### src/rtl/cmr_pkg.sv
`timescale 1ns / 1ps
// ----------------------------------------------------------------------------
// cmr_pkg
// Shared types, codes and helpers of the CAN multipart reassembler.
// ----------------------------------------------------------------------------
package cmr_pkg;

    localparam int SLOT_COUNT_DEF  = 4;
    localparam int MAX_PAYLOAD_DEF = 64;
    localparam int CFG_IDX_W       = 2;

    localparam logic [7:0] FIRST_SEQ = 8'h00;
    localparam logic [3:0] FIRST_HDR = 4'd2;
    localparam logic [3:0] NEXT_HDR  = 4'd1;

    localparam logic [CFG_IDX_W-1:0] REG_CRC_POLY = 2'd0;
    localparam logic [CFG_IDX_W-1:0] REG_CRC_INIT = 2'd1;

    localparam logic [7:0] CRC_POLY_RST = 8'd7;
    localparam logic [7:0] CRC_INIT_RST = 8'd0;

    localparam logic [3:0] ST_DELIVERED = 4'd0;
    localparam logic [3:0] ST_STORED    = 4'd1;
    localparam logic [3:0] ST_EXTENDED  = 4'd2;
    localparam logic [3:0] ST_REMOTE    = 4'd3;
    localparam logic [3:0] ST_EMPTY     = 4'd4;
    localparam logic [3:0] ST_NOSLOT    = 4'd5;
    localparam logic [3:0] ST_TOOLONG   = 4'd6;
    localparam logic [3:0] ST_SEQERR    = 4'd7;
    localparam logic [3:0] ST_CRCERR    = 4'd8;

    localparam logic [1:0] KIND_STATUS = 2'd0;
    localparam logic [1:0] KIND_SINGLE = 2'd1;
    localparam logic [1:0] KIND_STORE  = 2'd2;

    typedef struct packed {
        logic        is_extended;
        logic        is_remote;
        logic [3:0]  source_node;
        logic [3:0]  target_node;
        logic        is_multipart;
        logic [3:0]  byte_count;
        logic [63:0] frame_data;
    } frame_t;

    typedef struct packed {
        logic [3:0] status;
        logic [3:0] msg_source;
        logic [3:0] msg_target;
        logic [6:0] msg_length;
        logic [5:0] byte_position;
        logic [7:0] byte_value;
        logic       last;
    } result_t;

    typedef struct packed {
        logic capture;
        logic decode;
        logic write;
        logic crc_run;
        logic check;
        logic deliver_run;
        logic single_run;
    } cmr_cmd_t;

    typedef struct packed {
        logic [1:0] kind;
        logic       write_done;
        logic       lastframe;
        logic       crc_done;
        logic       crc_ok;
        logic       len_zero;
        logic       deliver_done;
        logic       single_done;
    } cmr_stat_t;

    // One byte of an MSB-first CRC-8.
    function automatic logic [7:0] crc8_step(input logic [7:0] crc,
                                             input logic [7:0] data,
                                             input logic [7:0] poly);
        logic [7:0] c;
        c = crc ^ data;
        for (int b = 0; b < 8; b++) begin
            if (c[7])
                c = {c[6:0], 1'b0} ^ poly;
            else
                c = {c[6:0], 1'b0};
        end
        return c;
    endfunction

endpackage

### src/rtl/cmr_ram.sv
`timescale 1ns / 1ps
// ----------------------------------------------------------------------------
// cmr_ram
// Generic single-write, single-read RAM with registered read data.
// ----------------------------------------------------------------------------
module cmr_ram #(
    parameter int WIDTH = 8,
    parameter int DEPTH = 256
) (
    input  logic                     clk,
    input  logic                     we,
    input  logic [$clog2(DEPTH)-1:0] waddr,
    input  logic [WIDTH-1:0]         wdata,
    input  logic [$clog2(DEPTH)-1:0] raddr,
    output logic [WIDTH-1:0]         rdata
);
    logic [WIDTH-1:0] mem [DEPTH];

    always_ff @(posedge clk)
    begin
        if (we)
        begin
            mem[waddr] <= wdata;
        end
        rdata <= mem[raddr];
    end
endmodule

### src/rtl/cmr_datapath.sv
`timescale 1ns / 1ps
// ----------------------------------------------------------------------------
// cmr_datapath
// Frame decode, slot table, payload memory, CRC unit and result register.
// ----------------------------------------------------------------------------
module cmr_datapath #(
    parameter int SLOT_COUNT  = cmr_pkg::SLOT_COUNT_DEF,
    parameter int MAX_PAYLOAD = cmr_pkg::MAX_PAYLOAD_DEF
) (
    input  logic                               clk,
    input  logic                               rst_n,
    input  cmr_pkg::frame_t                    frame,
    input  logic                               cfg_valid,
    input  logic [cmr_pkg::CFG_IDX_W-1:0]      cfg_index,
    input  logic [7:0]                         cfg_data,
    input  cmr_pkg::cmr_cmd_t                  cmd,
    output cmr_pkg::cmr_stat_t                 stat,
    output logic                               result_valid,
    output cmr_pkg::result_t                   result
);
    import cmr_pkg::*;

    localparam int SW = (SLOT_COUNT > 1) ? $clog2(SLOT_COUNT) : 1;
    localparam int PW = $clog2(MAX_PAYLOAD);
    localparam int LW = $clog2(MAX_PAYLOAD + 1);
    localparam int DEPTH = SLOT_COUNT * MAX_PAYLOAD;
    localparam int AW = $clog2(DEPTH);

    logic [7:0] poly_reg, init_reg;
    frame_t     frame_reg;

    logic [SLOT_COUNT-1:0] slot_busy_reg;
    logic [3:0]            slot_source_reg [SLOT_COUNT];
    logic [7:0]            slot_exp_reg    [SLOT_COUNT];
    logic [7:0]            slot_filled_reg [SLOT_COUNT];
    logic [7:0]            slot_seq_reg    [SLOT_COUNT];

    logic [SW-1:0]  slot_reg;
    logic [7:0]     wr_pos_reg;
    logic [3:0]     copy_reg;
    logic [3:0]     offset_reg;
    logic [2:0]     crc_idx_reg;
    logic           lastframe_reg;
    logic [LW-1:0]  len_reg;
    logic [7:0]     crc_reg;
    logic [LW-1:0]  rd_cnt_reg;
    logic [LW-1:0]  acc_cnt_reg;
    logic           pend_reg;
    logic           result_valid_reg;
    result_t        result_reg;

    // decode
    logic [3:0]    dlc;
    logic [7:0]    d0, d1;
    logic          first;
    logic          hit, free;
    logic [SW-1:0] hit_idx, free_idx, sel_idx;
    logic          found;
    logic [1:0]    dec_kind;
    logic [3:0]    dec_code;
    logic [7:0]    exp_cur, fill_cur, remaining;
    logic [3:0]    offset, avail, copy;
    logic          lastframe;

    assign dlc   = (frame_reg.byte_count > 4'd8) ? 4'd8 : frame_reg.byte_count;
    assign d0    = frame_reg.frame_data[7:0];
    assign d1    = frame_reg.frame_data[15:8];
    assign first = (d0 == FIRST_SEQ);

    always_comb
    begin
        hit      = 1'b0;
        free     = 1'b0;
        hit_idx  = '0;
        free_idx = '0;
        for (int s = SLOT_COUNT - 1; s >= 0; s--)
        begin
            if (slot_busy_reg[s] && slot_source_reg[s] == frame_reg.source_node)
            begin
                hit     = 1'b1;
                hit_idx = SW'(s);
            end
            if (!slot_busy_reg[s])
            begin
                free     = 1'b1;
                free_idx = SW'(s);
            end
        end
    end

    assign sel_idx  = hit ? hit_idx : free_idx;
    assign found    = hit || (first && free);
    assign exp_cur  = first ? d1 : slot_exp_reg[sel_idx];
    assign fill_cur = first ? 8'd0 : slot_filled_reg[sel_idx];
    assign offset   = first ? FIRST_HDR : NEXT_HDR;
    assign avail    = dlc - offset;
    assign remaining = (fill_cur <= exp_cur) ? (exp_cur - fill_cur) : 8'd0;

    always_comb
    begin
        if (remaining >= {4'd0, avail})
        begin
            copy      = avail;
            lastframe = 1'b0;
        end
        else if (remaining + 8'd1 == {4'd0, avail})
        begin
            copy      = avail - 4'd1;
            lastframe = 1'b1;
        end
        else
        begin
            copy      = remaining[3:0];
            lastframe = 1'b1;
        end
    end

    always_comb
    begin
        dec_kind = KIND_STATUS;
        dec_code = ST_STORED;
        if (frame_reg.is_extended)
            dec_code = ST_EXTENDED;
        else if (frame_reg.is_remote)
            dec_code = ST_REMOTE;
        else if (!frame_reg.is_multipart)
            dec_kind = KIND_SINGLE;
        else if (dlc < FIRST_HDR)
            dec_code = ST_EMPTY;
        else if (!found)
            dec_code = ST_NOSLOT;
        else if (first && d1 > 8'(MAX_PAYLOAD))
            dec_code = ST_TOOLONG;
        else if (!first && slot_seq_reg[sel_idx] != d0)
            dec_code = ST_SEQERR;
        else
            dec_kind = KIND_STORE;
    end

    // memory
    logic          ram_we;
    logic [AW-1:0] ram_waddr, ram_raddr, slot_base;
    logic [7:0]    ram_wdata, ram_rdata;
    logic [7:0]    wpos;
    logic          write_done;

    assign slot_base  = AW'(slot_reg * MAX_PAYLOAD);
    assign write_done = (acc_cnt_reg == LW'(copy_reg));
    assign wpos       = wr_pos_reg + 8'(acc_cnt_reg);
    assign ram_we     = cmd.write && !write_done;
    assign ram_waddr  = slot_base + AW'(wpos[PW-1:0]);
    assign ram_wdata  = frame_reg.frame_data[3'(offset_reg + 4'(acc_cnt_reg)) * 8 +: 8];
    assign ram_raddr  = slot_base + AW'(rd_cnt_reg[PW-1:0]);

    cmr_ram #(
        .WIDTH (8),
        .DEPTH (DEPTH)
    ) u_ram (
        .clk   (clk),
        .we    (ram_we),
        .waddr (ram_waddr),
        .wdata (ram_wdata),
        .raddr (ram_raddr),
        .rdata (ram_rdata)
    );

    logic reading;
    logic crc_ok;
    logic single_done;
    assign reading     = (cmd.crc_run || cmd.deliver_run) && (rd_cnt_reg < len_reg);
    assign crc_ok      = (crc_reg == frame_reg.frame_data[crc_idx_reg * 8 +: 8]);
    assign single_done = (dlc == 4'd0) || (acc_cnt_reg + LW'(1) == LW'(dlc));

    assign stat.kind         = dec_kind;
    assign stat.write_done   = write_done;
    assign stat.lastframe    = lastframe_reg;
    assign stat.crc_done     = (acc_cnt_reg == len_reg);
    assign stat.crc_ok       = crc_ok;
    assign stat.len_zero     = (len_reg == '0);
    assign stat.deliver_done = (acc_cnt_reg == len_reg);
    assign stat.single_done  = single_done;

    // results
    logic    res_valid_next;
    result_t res_next;

    always_comb
    begin
        res_valid_next = 1'b0;
        res_next       = '0;
        res_next.last  = 1'b1;
        if (cmd.decode && dec_kind == KIND_STATUS)
        begin
            res_valid_next  = 1'b1;
            res_next.status = dec_code;
        end
        else if (cmd.write && write_done && !lastframe_reg)
        begin
            res_valid_next  = 1'b1;
            res_next.status = ST_STORED;
        end
        else if (cmd.check && !crc_ok)
        begin
            res_valid_next  = 1'b1;
            res_next.status = ST_CRCERR;
        end
        else if ((cmd.check && len_reg == '0) || (cmd.single_run && dlc == 4'd0))
        begin
            // empty delivery
            res_valid_next      = 1'b1;
            res_next.status     = ST_DELIVERED;
            res_next.msg_source = frame_reg.source_node;
            res_next.msg_target = frame_reg.target_node;
        end
        else if (cmd.deliver_run && pend_reg)
        begin
            res_valid_next         = 1'b1;
            res_next.status        = ST_DELIVERED;
            res_next.msg_source    = frame_reg.source_node;
            res_next.msg_target    = frame_reg.target_node;
            res_next.msg_length    = 7'(len_reg);
            res_next.byte_position = 6'(acc_cnt_reg);
            res_next.byte_value    = ram_rdata;
            res_next.last          = (acc_cnt_reg + LW'(1) == len_reg);
        end
        else if (cmd.single_run)
        begin
            res_valid_next         = 1'b1;
            res_next.status        = ST_DELIVERED;
            res_next.msg_source    = frame_reg.source_node;
            res_next.msg_target    = frame_reg.target_node;
            res_next.msg_length    = 7'(dlc);
            res_next.byte_position = 6'(acc_cnt_reg);
            res_next.byte_value    = frame_reg.frame_data[acc_cnt_reg[2:0] * 8 +: 8];
            res_next.last          = single_done;
        end
    end

    assign result_valid = result_valid_reg;
    assign result       = result_reg;

    always_ff @(posedge clk)
    begin
        if (cmd.capture)
            frame_reg <= frame;
        if (res_valid_next)
            result_reg <= res_next;
        if (cmd.decode)
        begin
            slot_reg      <= sel_idx;
            wr_pos_reg    <= fill_cur;
            copy_reg      <= copy;
            offset_reg    <= offset;
            crc_idx_reg   <= 3'(offset + copy);
            lastframe_reg <= lastframe;
            len_reg       <= LW'(exp_cur);
        end
    end

    always_ff @(posedge clk or negedge rst_n)
    begin
        if (!rst_n)
        begin
            poly_reg         <= CRC_POLY_RST;
            init_reg         <= CRC_INIT_RST;
            slot_busy_reg    <= '0;
            crc_reg          <= '0;
            rd_cnt_reg       <= '0;
            acc_cnt_reg      <= '0;
            pend_reg         <= 1'b0;
            result_valid_reg <= 1'b0;
            for (int s = 0; s < SLOT_COUNT; s++)
            begin
                slot_source_reg[s] <= '0;
                slot_exp_reg[s]    <= '0;
                slot_filled_reg[s] <= '0;
                slot_seq_reg[s]    <= '0;
            end
        end
        else
        begin
            result_valid_reg <= res_valid_next;
            if (cfg_valid && cfg_index == REG_CRC_POLY)
                poly_reg <= cfg_data;
            if (cfg_valid && cfg_index == REG_CRC_INIT)
                init_reg <= cfg_data;

            if (cmd.decode)
            begin
                crc_reg     <= init_reg;
                rd_cnt_reg  <= '0;
                acc_cnt_reg <= '0;
                pend_reg    <= 1'b0;
                if (frame_reg.is_multipart && !frame_reg.is_extended
                    && !frame_reg.is_remote && dlc >= FIRST_HDR && found)
                begin
                    if (dec_kind == KIND_STORE)
                    begin
                        slot_source_reg[sel_idx] <= frame_reg.source_node;
                        slot_exp_reg[sel_idx]    <= exp_cur;
                        slot_filled_reg[sel_idx] <= fill_cur + 8'(copy);
                        slot_seq_reg[sel_idx]    <= first ? 8'd1 : slot_seq_reg[sel_idx] + 8'd1;
                        slot_busy_reg[sel_idx]   <= !lastframe;
                    end
                    else if (dec_code == ST_SEQERR)
                    begin
                        slot_busy_reg[sel_idx] <= 1'b0;
                    end
                end
            end
            else if (cmd.write)
            begin
                // count the written bytes; restart the counter for the read passes when done
                if (write_done)
                    acc_cnt_reg <= '0;
                else
                    acc_cnt_reg <= acc_cnt_reg + LW'(1);
            end
            else if (cmd.check)
            begin
                rd_cnt_reg  <= '0;
                acc_cnt_reg <= '0;
                pend_reg    <= 1'b0;
            end
            else if (cmd.crc_run || cmd.deliver_run)
            begin
                pend_reg <= reading;
                if (reading)
                    rd_cnt_reg <= rd_cnt_reg + LW'(1);
                if (pend_reg)
                begin
                    acc_cnt_reg <= acc_cnt_reg + LW'(1);
                    if (cmd.crc_run)
                        crc_reg <= crc8_step(crc_reg, ram_rdata, poly_reg);
                end
            end
            else if (cmd.single_run)
            begin
                acc_cnt_reg <= acc_cnt_reg + LW'(1);
            end
        end
    end
endmodule

### src/rtl/cmr_controller.sv
`timescale 1ns / 1ps
// ----------------------------------------------------------------------------
// cmr_controller
// Sequencer: capture, decode, payload write, CRC pass, check, delivery pass, single-frame delivery.
// ----------------------------------------------------------------------------
module cmr_controller (
    input  logic               clk,
    input  logic               rst_n,
    input  logic               start,
    output logic               busy,
    input  cmr_pkg::cmr_stat_t stat,
    output cmr_pkg::cmr_cmd_t  cmd
);
    import cmr_pkg::*;

    localparam logic [2:0] S_IDLE    = 3'd0;
    localparam logic [2:0] S_DECODE  = 3'd1;
    localparam logic [2:0] S_WRITE   = 3'd2;
    localparam logic [2:0] S_CRC     = 3'd3;
    localparam logic [2:0] S_CHECK   = 3'd4;
    localparam logic [2:0] S_DELIVER = 3'd5;
    localparam logic [2:0] S_SINGLE  = 3'd6;

    logic [2:0] state_reg, state_next;

    assign busy = (state_reg != S_IDLE);

    always_comb
    begin
        state_next = state_reg;
        cmd        = '0;
        case (state_reg)
            S_IDLE:
            begin
                cmd.capture = start;
                if (start)
                    state_next = S_DECODE;
            end
            S_DECODE:
            begin
                cmd.decode = 1'b1;
                case (stat.kind)
                    KIND_SINGLE: state_next = S_SINGLE;
                    KIND_STORE:  state_next = S_WRITE;
                    default:     state_next = S_IDLE;
                endcase
            end
            S_WRITE:
            begin
                cmd.write = 1'b1;
                if (stat.write_done)
                    state_next = stat.lastframe ? S_CRC : S_IDLE;
            end
            S_CRC:
            begin
                cmd.crc_run = 1'b1;
                if (stat.crc_done)
                    state_next = S_CHECK;
            end
            S_CHECK:
            begin
                cmd.check = 1'b1;
                if (stat.crc_ok && !stat.len_zero)
                    state_next = S_DELIVER;
                else
                    state_next = S_IDLE;
            end
            S_DELIVER:
            begin
                cmd.deliver_run = 1'b1;
                if (stat.deliver_done)
                    state_next = S_IDLE;
            end
            S_SINGLE:
            begin
                cmd.single_run = 1'b1;
                if (stat.single_done)
                    state_next = S_IDLE;
            end
            default:
            begin
                state_next = S_IDLE;
            end
        endcase
    end

    always_ff @(posedge clk or negedge rst_n)
    begin
        if (!rst_n)
            state_reg <= S_IDLE;
        else
            state_reg <= state_next;
    end
endmodule

### src/rtl/can_multipart_reassembler_core.sv
`timescale 1ns / 1ps
// ----------------------------------------------------------------------------
// can_multipart_reassembler_core
// Reassembles multipart CAN messages per source node and streams them out.
// ----------------------------------------------------------------------------
// channel   dir  handshake             word
// frame     in   start & !busy         frame_t
// result    out  result_valid strobe   result_t
// cfg       in   cfg_valid & cfg_ready cfg_index, cfg_data
//
// A rejected frame is captured and decoded; a stored one then writes its copied bytes.
// A plain frame is streamed out byte by byte from the frame register.
// A completing frame also runs a CRC pass and a check, then the delivery pass;
// a CRC error or a length of 0 ends it after the check.
// The payload RAM port reads one byte a cycle for the CRC pass and delivery.
// Reset clears the slot table; payload RAM needs no clearing.
// Results are single-cycle strobes; the receiver cannot stall them.
// ----------------------------------------------------------------------------
module can_multipart_reassembler_core #(
    parameter int SLOT_COUNT  = cmr_pkg::SLOT_COUNT_DEF,
    parameter int MAX_PAYLOAD = cmr_pkg::MAX_PAYLOAD_DEF
) (
    input  logic                          clk,
    input  logic                          rst_n,
    input  logic                          start,
    output logic                          busy,
    input  cmr_pkg::frame_t               frame,
    output logic                          result_valid,
    output cmr_pkg::result_t              result,
    input  logic                          cfg_valid,
    output logic                          cfg_ready,
    input  logic [cmr_pkg::CFG_IDX_W-1:0] cfg_index,
    input  logic [7:0]                    cfg_data
);
    import cmr_pkg::*;

    cmr_cmd_t  cmd;
    cmr_stat_t stat;

    assign cfg_ready = 1'b1;

    cmr_controller u_ctrl (
        .clk   (clk),
        .rst_n (rst_n),
        .start (start),
        .busy  (busy),
        .stat  (stat),
        .cmd   (cmd)
    );

    cmr_datapath #(
        .SLOT_COUNT  (SLOT_COUNT),
        .MAX_PAYLOAD (MAX_PAYLOAD)
    ) u_dp (
        .clk          (clk),
        .rst_n        (rst_n),
        .frame        (frame),
        .cfg_valid    (cfg_valid),
        .cfg_index    (cfg_index),
        .cfg_data     (cfg_data),
        .cmd          (cmd),
        .stat         (stat),
        .result_valid (result_valid),
        .result       (result)
    );
endmodule
### config.mk
export PLATFORM = sky130hd
export DESIGN_NAME = can_multipart_reassembler_core
export DESIGN_NICKNAME = d
export VERILOG_FILES = /design/src/rtl/cmr_pkg.sv /design/src/rtl/cmr_ram.sv /design/src/rtl/cmr_datapath.sv /design/src/rtl/cmr_controller.sv /design/src/rtl/can_multipart_reassembler_core.sv
export SDC_FILE = /design/constraint.sdc
export NUM_CORES = 2
export LEC_CHECK = 0
export BUFFER_PORTS_ARGS = -buffer_cell sky130_fd_sc_hd__buf_2
export CORE_ASPECT_RATIO = 0.9
export CORE_MARGIN = 10
export CORE_UTILIZATION = 63
export CTS_CLUSTER_DIAMETER = 200
export DETAILED_ROUTE_END_ITERATION = 10
export PLACE_DENSITY = 0.8
export SLEW_MARGIN = 25
export SYNTH_ARGS = -nofsm -noshare
export SYNTH_HDL_FRONTEND = slang
export SYNTH_SLANG_ARGS = --single-unit
### constraint.sdc
create_clock -name clk -period 9.13 [get_ports clk]
set_input_delay 1.826 -clock clk [delete_from_list [all_inputs] [get_ports clk]]
set_output_delay 1.826 -clock clk [all_outputs]
set_load 0.02 [all_outputs]
==> impl_metrics.py <==
metrics = {
    "timing": {
        "tightest_slew_ns": 1.18,
        "setup_violations": 0,
        "skew_ns": 0.0423,
        "fmax_ghz": 0.116,
        "final_max_slew_viol_count": 0,
        "final.min_clock_period_ns": 8.59,
        "fin_setup_tns_ns": 0,
        "max-slew-margin-rel_pct": 21.0,
        "rsz0062_at_grt": "false",
        "min_period_over_period_pct": 94.1,
        "finalHoldViolations": 0,
        "fin_hold_ws_ns": 0.476,
        "setup_slack_ns": 0.543,
    },
    "logic_synthesis": {
        "post_synth_num_cell_types": 87,
        "synth_top_area_share_pct": 68.3,
        "syn_avg_cell_area_um2": 20.3,
        "synth_cells": 4738,
        "synthesis.area_mm2": 0.0962,
        "yosysMostFrequentCell": "edfxtp_1",
        "yosys_warnings": 0,
        "synth.area.top_cells": "edfxtp_1 68%, mux4_2 17%, dfrtp_1 4.1%",
        "ys_ff_latch": 2353,
        "synth_async_sr_flop_share_pct": 6.76,
        "synth_edf_count": 2186,
        "postSynth.topFlopCell": "edfxtp_1",
        "synthTopCellsByCount": "2186 x edfxtp_1, 733 x mux4_2, 320 x nor2_1, 203 x clkbuf_1, 170 x nand2_1",
        "ys_seq_area_share_pct": 72.6,
        "synth_fp_nets": 4876,
        "synth_area_leader_cell": "edfxtp_1",
    },
    "detailed_routing": {
        "firstDrtPassIters": 10,
        "ant_nets": 0,
        "avgRoutedWirePerCell_um": 35.1,
        "via_per_inst": 7.08,
        "via_count": 50000,
        "wl_um": 247000,
        "drc": 0,
        "drt_iter0_drc": 7040,
    },
    "critical_path": {
        "critPathKind": "reg2reg",
        "r2r-start": "u_dp.frame_reg[75]",
        "cp-startpoint": "u_dp.frame_reg[75]",
        "r2r_cells": 35,
        "required_ns": 9.84,
        "worstPathArrival_ns": 9.30,
        "startpoint_type": "flip-flop",
        "endpoint": "u_dp.slot_filled_reg[7]",
        "crit_path_max_fanout": 51,
        "cp-end-kind": "flip-flop",
        "max_stage_delay_ns": 0.55,
        "timing.rr.end": "u_dp.slot_filled_reg[7]",
        "ff2ff_setup_slack_ns": 0.54,
        "crit_family": "compound AO/OA/AOI/OAI gates",
        "worstSetupPathDepth": 35,
        "slowest_stage": "edfxtp_1",
        "path_buf_inv": 1,
    },
    "placed_design": {
        "place_area_mm2": 0.0991,
        "io_buffers": 128,
        "post-dp-hpwl_um": 136000,
        "gp_congestion": 0.852,
        "place_ws_ns": 0.566,
    },
    "layout": {
        "fin_nets": 5018,
        "regArea_mm2": 0.0698,
        "fillCellCount": 8567,
        "fin_area_mm2": 0.106,
        "syn_to_final_growth_pct": 10.3,
        "multi_input_area_mm2": 0.0254,
        "drive_gt1_share_pct": 27.3,
        "postLayoutCoreUtil_pct": 70.2,
        "largest_reg_flops": 2048,
    },
    "power": {
        "switching_share_pct": 32.5,
        "p_leak_nw": 33.4,
        "pwr-share-comb_pct": 28.8,
        "power.density_mw_per_mm2": 317,
        "seq_power_share_pct": 45.0,
        "p_switching_w": 0.0109,
        "clkPwrFrac_pct": 26.2,
        "ir_drop_mv": 0.387,
        "p_int_w": 0.0227,
    },
    "floorplan": {
        "die_height_um": 391,
        "core-area_mm2": 0.151,
        "start_util_pct": 63.7,
        "dieWidth_um": 432,
        "core.rowCount": 135,
        "io_pins": 130,
        "dieArea_mm2": 0.169,
    },
    "run_status": {
        "status": "complete, no violations",
    },
    "clock_network": {
        "cts_max_level": 4,
        "cts_buffers": 214,
        "hold_buffers": 0,
        "postCtsSetupBuffers": 0,
        "clock_path_buffers": 3,
        "path_clk_slew_ns": 0.06,
        "cts_root_buf": "clkbuf_16",
        "worstSkewPairLatency_ns": 0.86,
        "cts.sinks": 2353,
        "cts_tree": "built",
        "post_cts_resized": 0,
    },
    "global_routing": {
        "grt_max_degree": 164,
        "grt.busiest_layer": "met2",
        "grt_pass1_vias": 50400,
        "grt_pass1_wl_um": 360000,
        "overflow": 0,
        "grtUsageTotal_pct": 29.4,
        "gr-usage-met1_pct": 40.1,
        "globalRouteMet3Util_pct": 6.99,
        "grt_antenna_before_repair": 17,
        "use_met2_pct": 46.1,
    },
    "worst_hold_path": {
        "worstHoldPathType": "reg2reg",
        "hp-start": "u_dp.slot_seq_reg[6]",
    },
    "flow_run": {
        "cap_violations": 0,
    },
}
[layout make-up]
type | count | area share (%)
flip-flops and latches | 2353 | 65.8
multi-input cells | 2062 | 23.9
clock buffers | 269 | 5.39
well taps | 1986 | 2.34
repair buffers | 199 | 1.31
clock inverters | 129 | 0.997
inverters | 50 | 0.177
diodes | 8 | 0.0189
[power groups by stage]
stage / clock (W) / combinational, W / sequential [W]
2_1_floorplan: 0 / 0.00601 / 0.0154
3_3_place_gp: 0 / 0.00901 / 0.0153
3_5_place_dp: 0 / 0.00936 / 0.0153
4_1_cts: 0.00886 / 0.00948 / 0.0151
5_1_grt: 0.00925 / 0.0102 / 0.0152
6_report: 0.00881 / 0.00967 / 0.0151
[cells by family (layout without fill, tap and decap cells)]
family                     Yosys count  after routing  share of synthesized area, %
DFF                               2353           2353                          72.6
buffers and inverters              323            647                          1.29
xor gates and xnor gates           137            137                          1.34
AOI/OAI and AO/OA                  301            301                          2.07
other                                1              9                       0.00390
and+or+nand+nor                    692            692                          3.20
muxes                              885            885                          18.9
adders and majority gates           46             46                         0.643
[worst min path at each step]
stage / to / slack [ns] / cells after the start
global route: u_dp.slot_seq_reg[29] / 0.50 / 2
detailed placement: u_dp.slot_seq_reg[15] / 0.47 / 2
CTS: u_dp.slot_seq_reg[29] / 0.48 / 2
global placement: u_dp.slot_seq_reg[28] / 0.46 / 2
finish: u_dp.slot_seq_reg[6] / 0.48 / 2
floorplan: u_dp.slot_exp_reg[24] / 0.44 / 2
[stage by stage]
stage | power [W] | instances
detailed placement | 0.0247 | 6646
finish | 0.0336 | 7056
CTS | 0.0335 | 7044
global route | 0.0347 | 7048
global placement | 0.0243 | 6646
floorplan | 0.0215 | 4738
[worst reg2reg max path, delay by kind of cell, from the launching register on]
kind,cells,cell delay (ns)
AO/OA/AOI/OAI,15,3.49
AND/OR/NAND/NOR,12,2.28
adder cells (fa/ha/maj),4,1.14
flip-flops,1,0.55
XOR/XNOR,2,0.42
buffers and inverters,1,0.30
multiplexers,1,0.28
[cells in the final DEF (no fill, tap or decap), drive strengths merged, types with 8 or more instances in the layout]
cell type | netlist | layout
o31ai | 28 | 28
clkbuf | 203 | 269
dfrtp | 156 | 156
bufinv | 0 | 15
ha | 39 | 39
nor2b | 24 | 24
nor3 | 30 | 30
nand2 | 170 | 170
clkinv | 1 | 99
mux2 | 94 | 94
mux2i | 58 | 58
xnor2 | 89 | 89
nand2b | 18 | 18
a31oi | 13 | 13
a21oi | 31 | 31
o22ai | 10 | 10
clkinvlp | 0 | 10
nor4 | 13 | 13
buf | 70 | 199
inv | 49 | 55
nand4 | 9 | 9
nand3 | 43 | 43
o21ai | 102 | 102
edfxtp | 2186 | 2186
dfxtp | 8 | 8
a211oi | 21 | 21
diode | 0 | 8
and2 | 11 | 11
a22oi | 15 | 15
o211ai | 9 | 9
xor2 | 45 | 45
nor2 | 320 | 320
mux4 | 733 | 733
a21o | 19 | 19
and3 | 22 | 22
[metal layers]
metal  vias up  wire length (um)
met4        26             11800
met2      3620            119000
met3       662             27900
met5         -               172
met1     25900             88200
li1      19700                 -
Power figures use the tool's default switching activity.
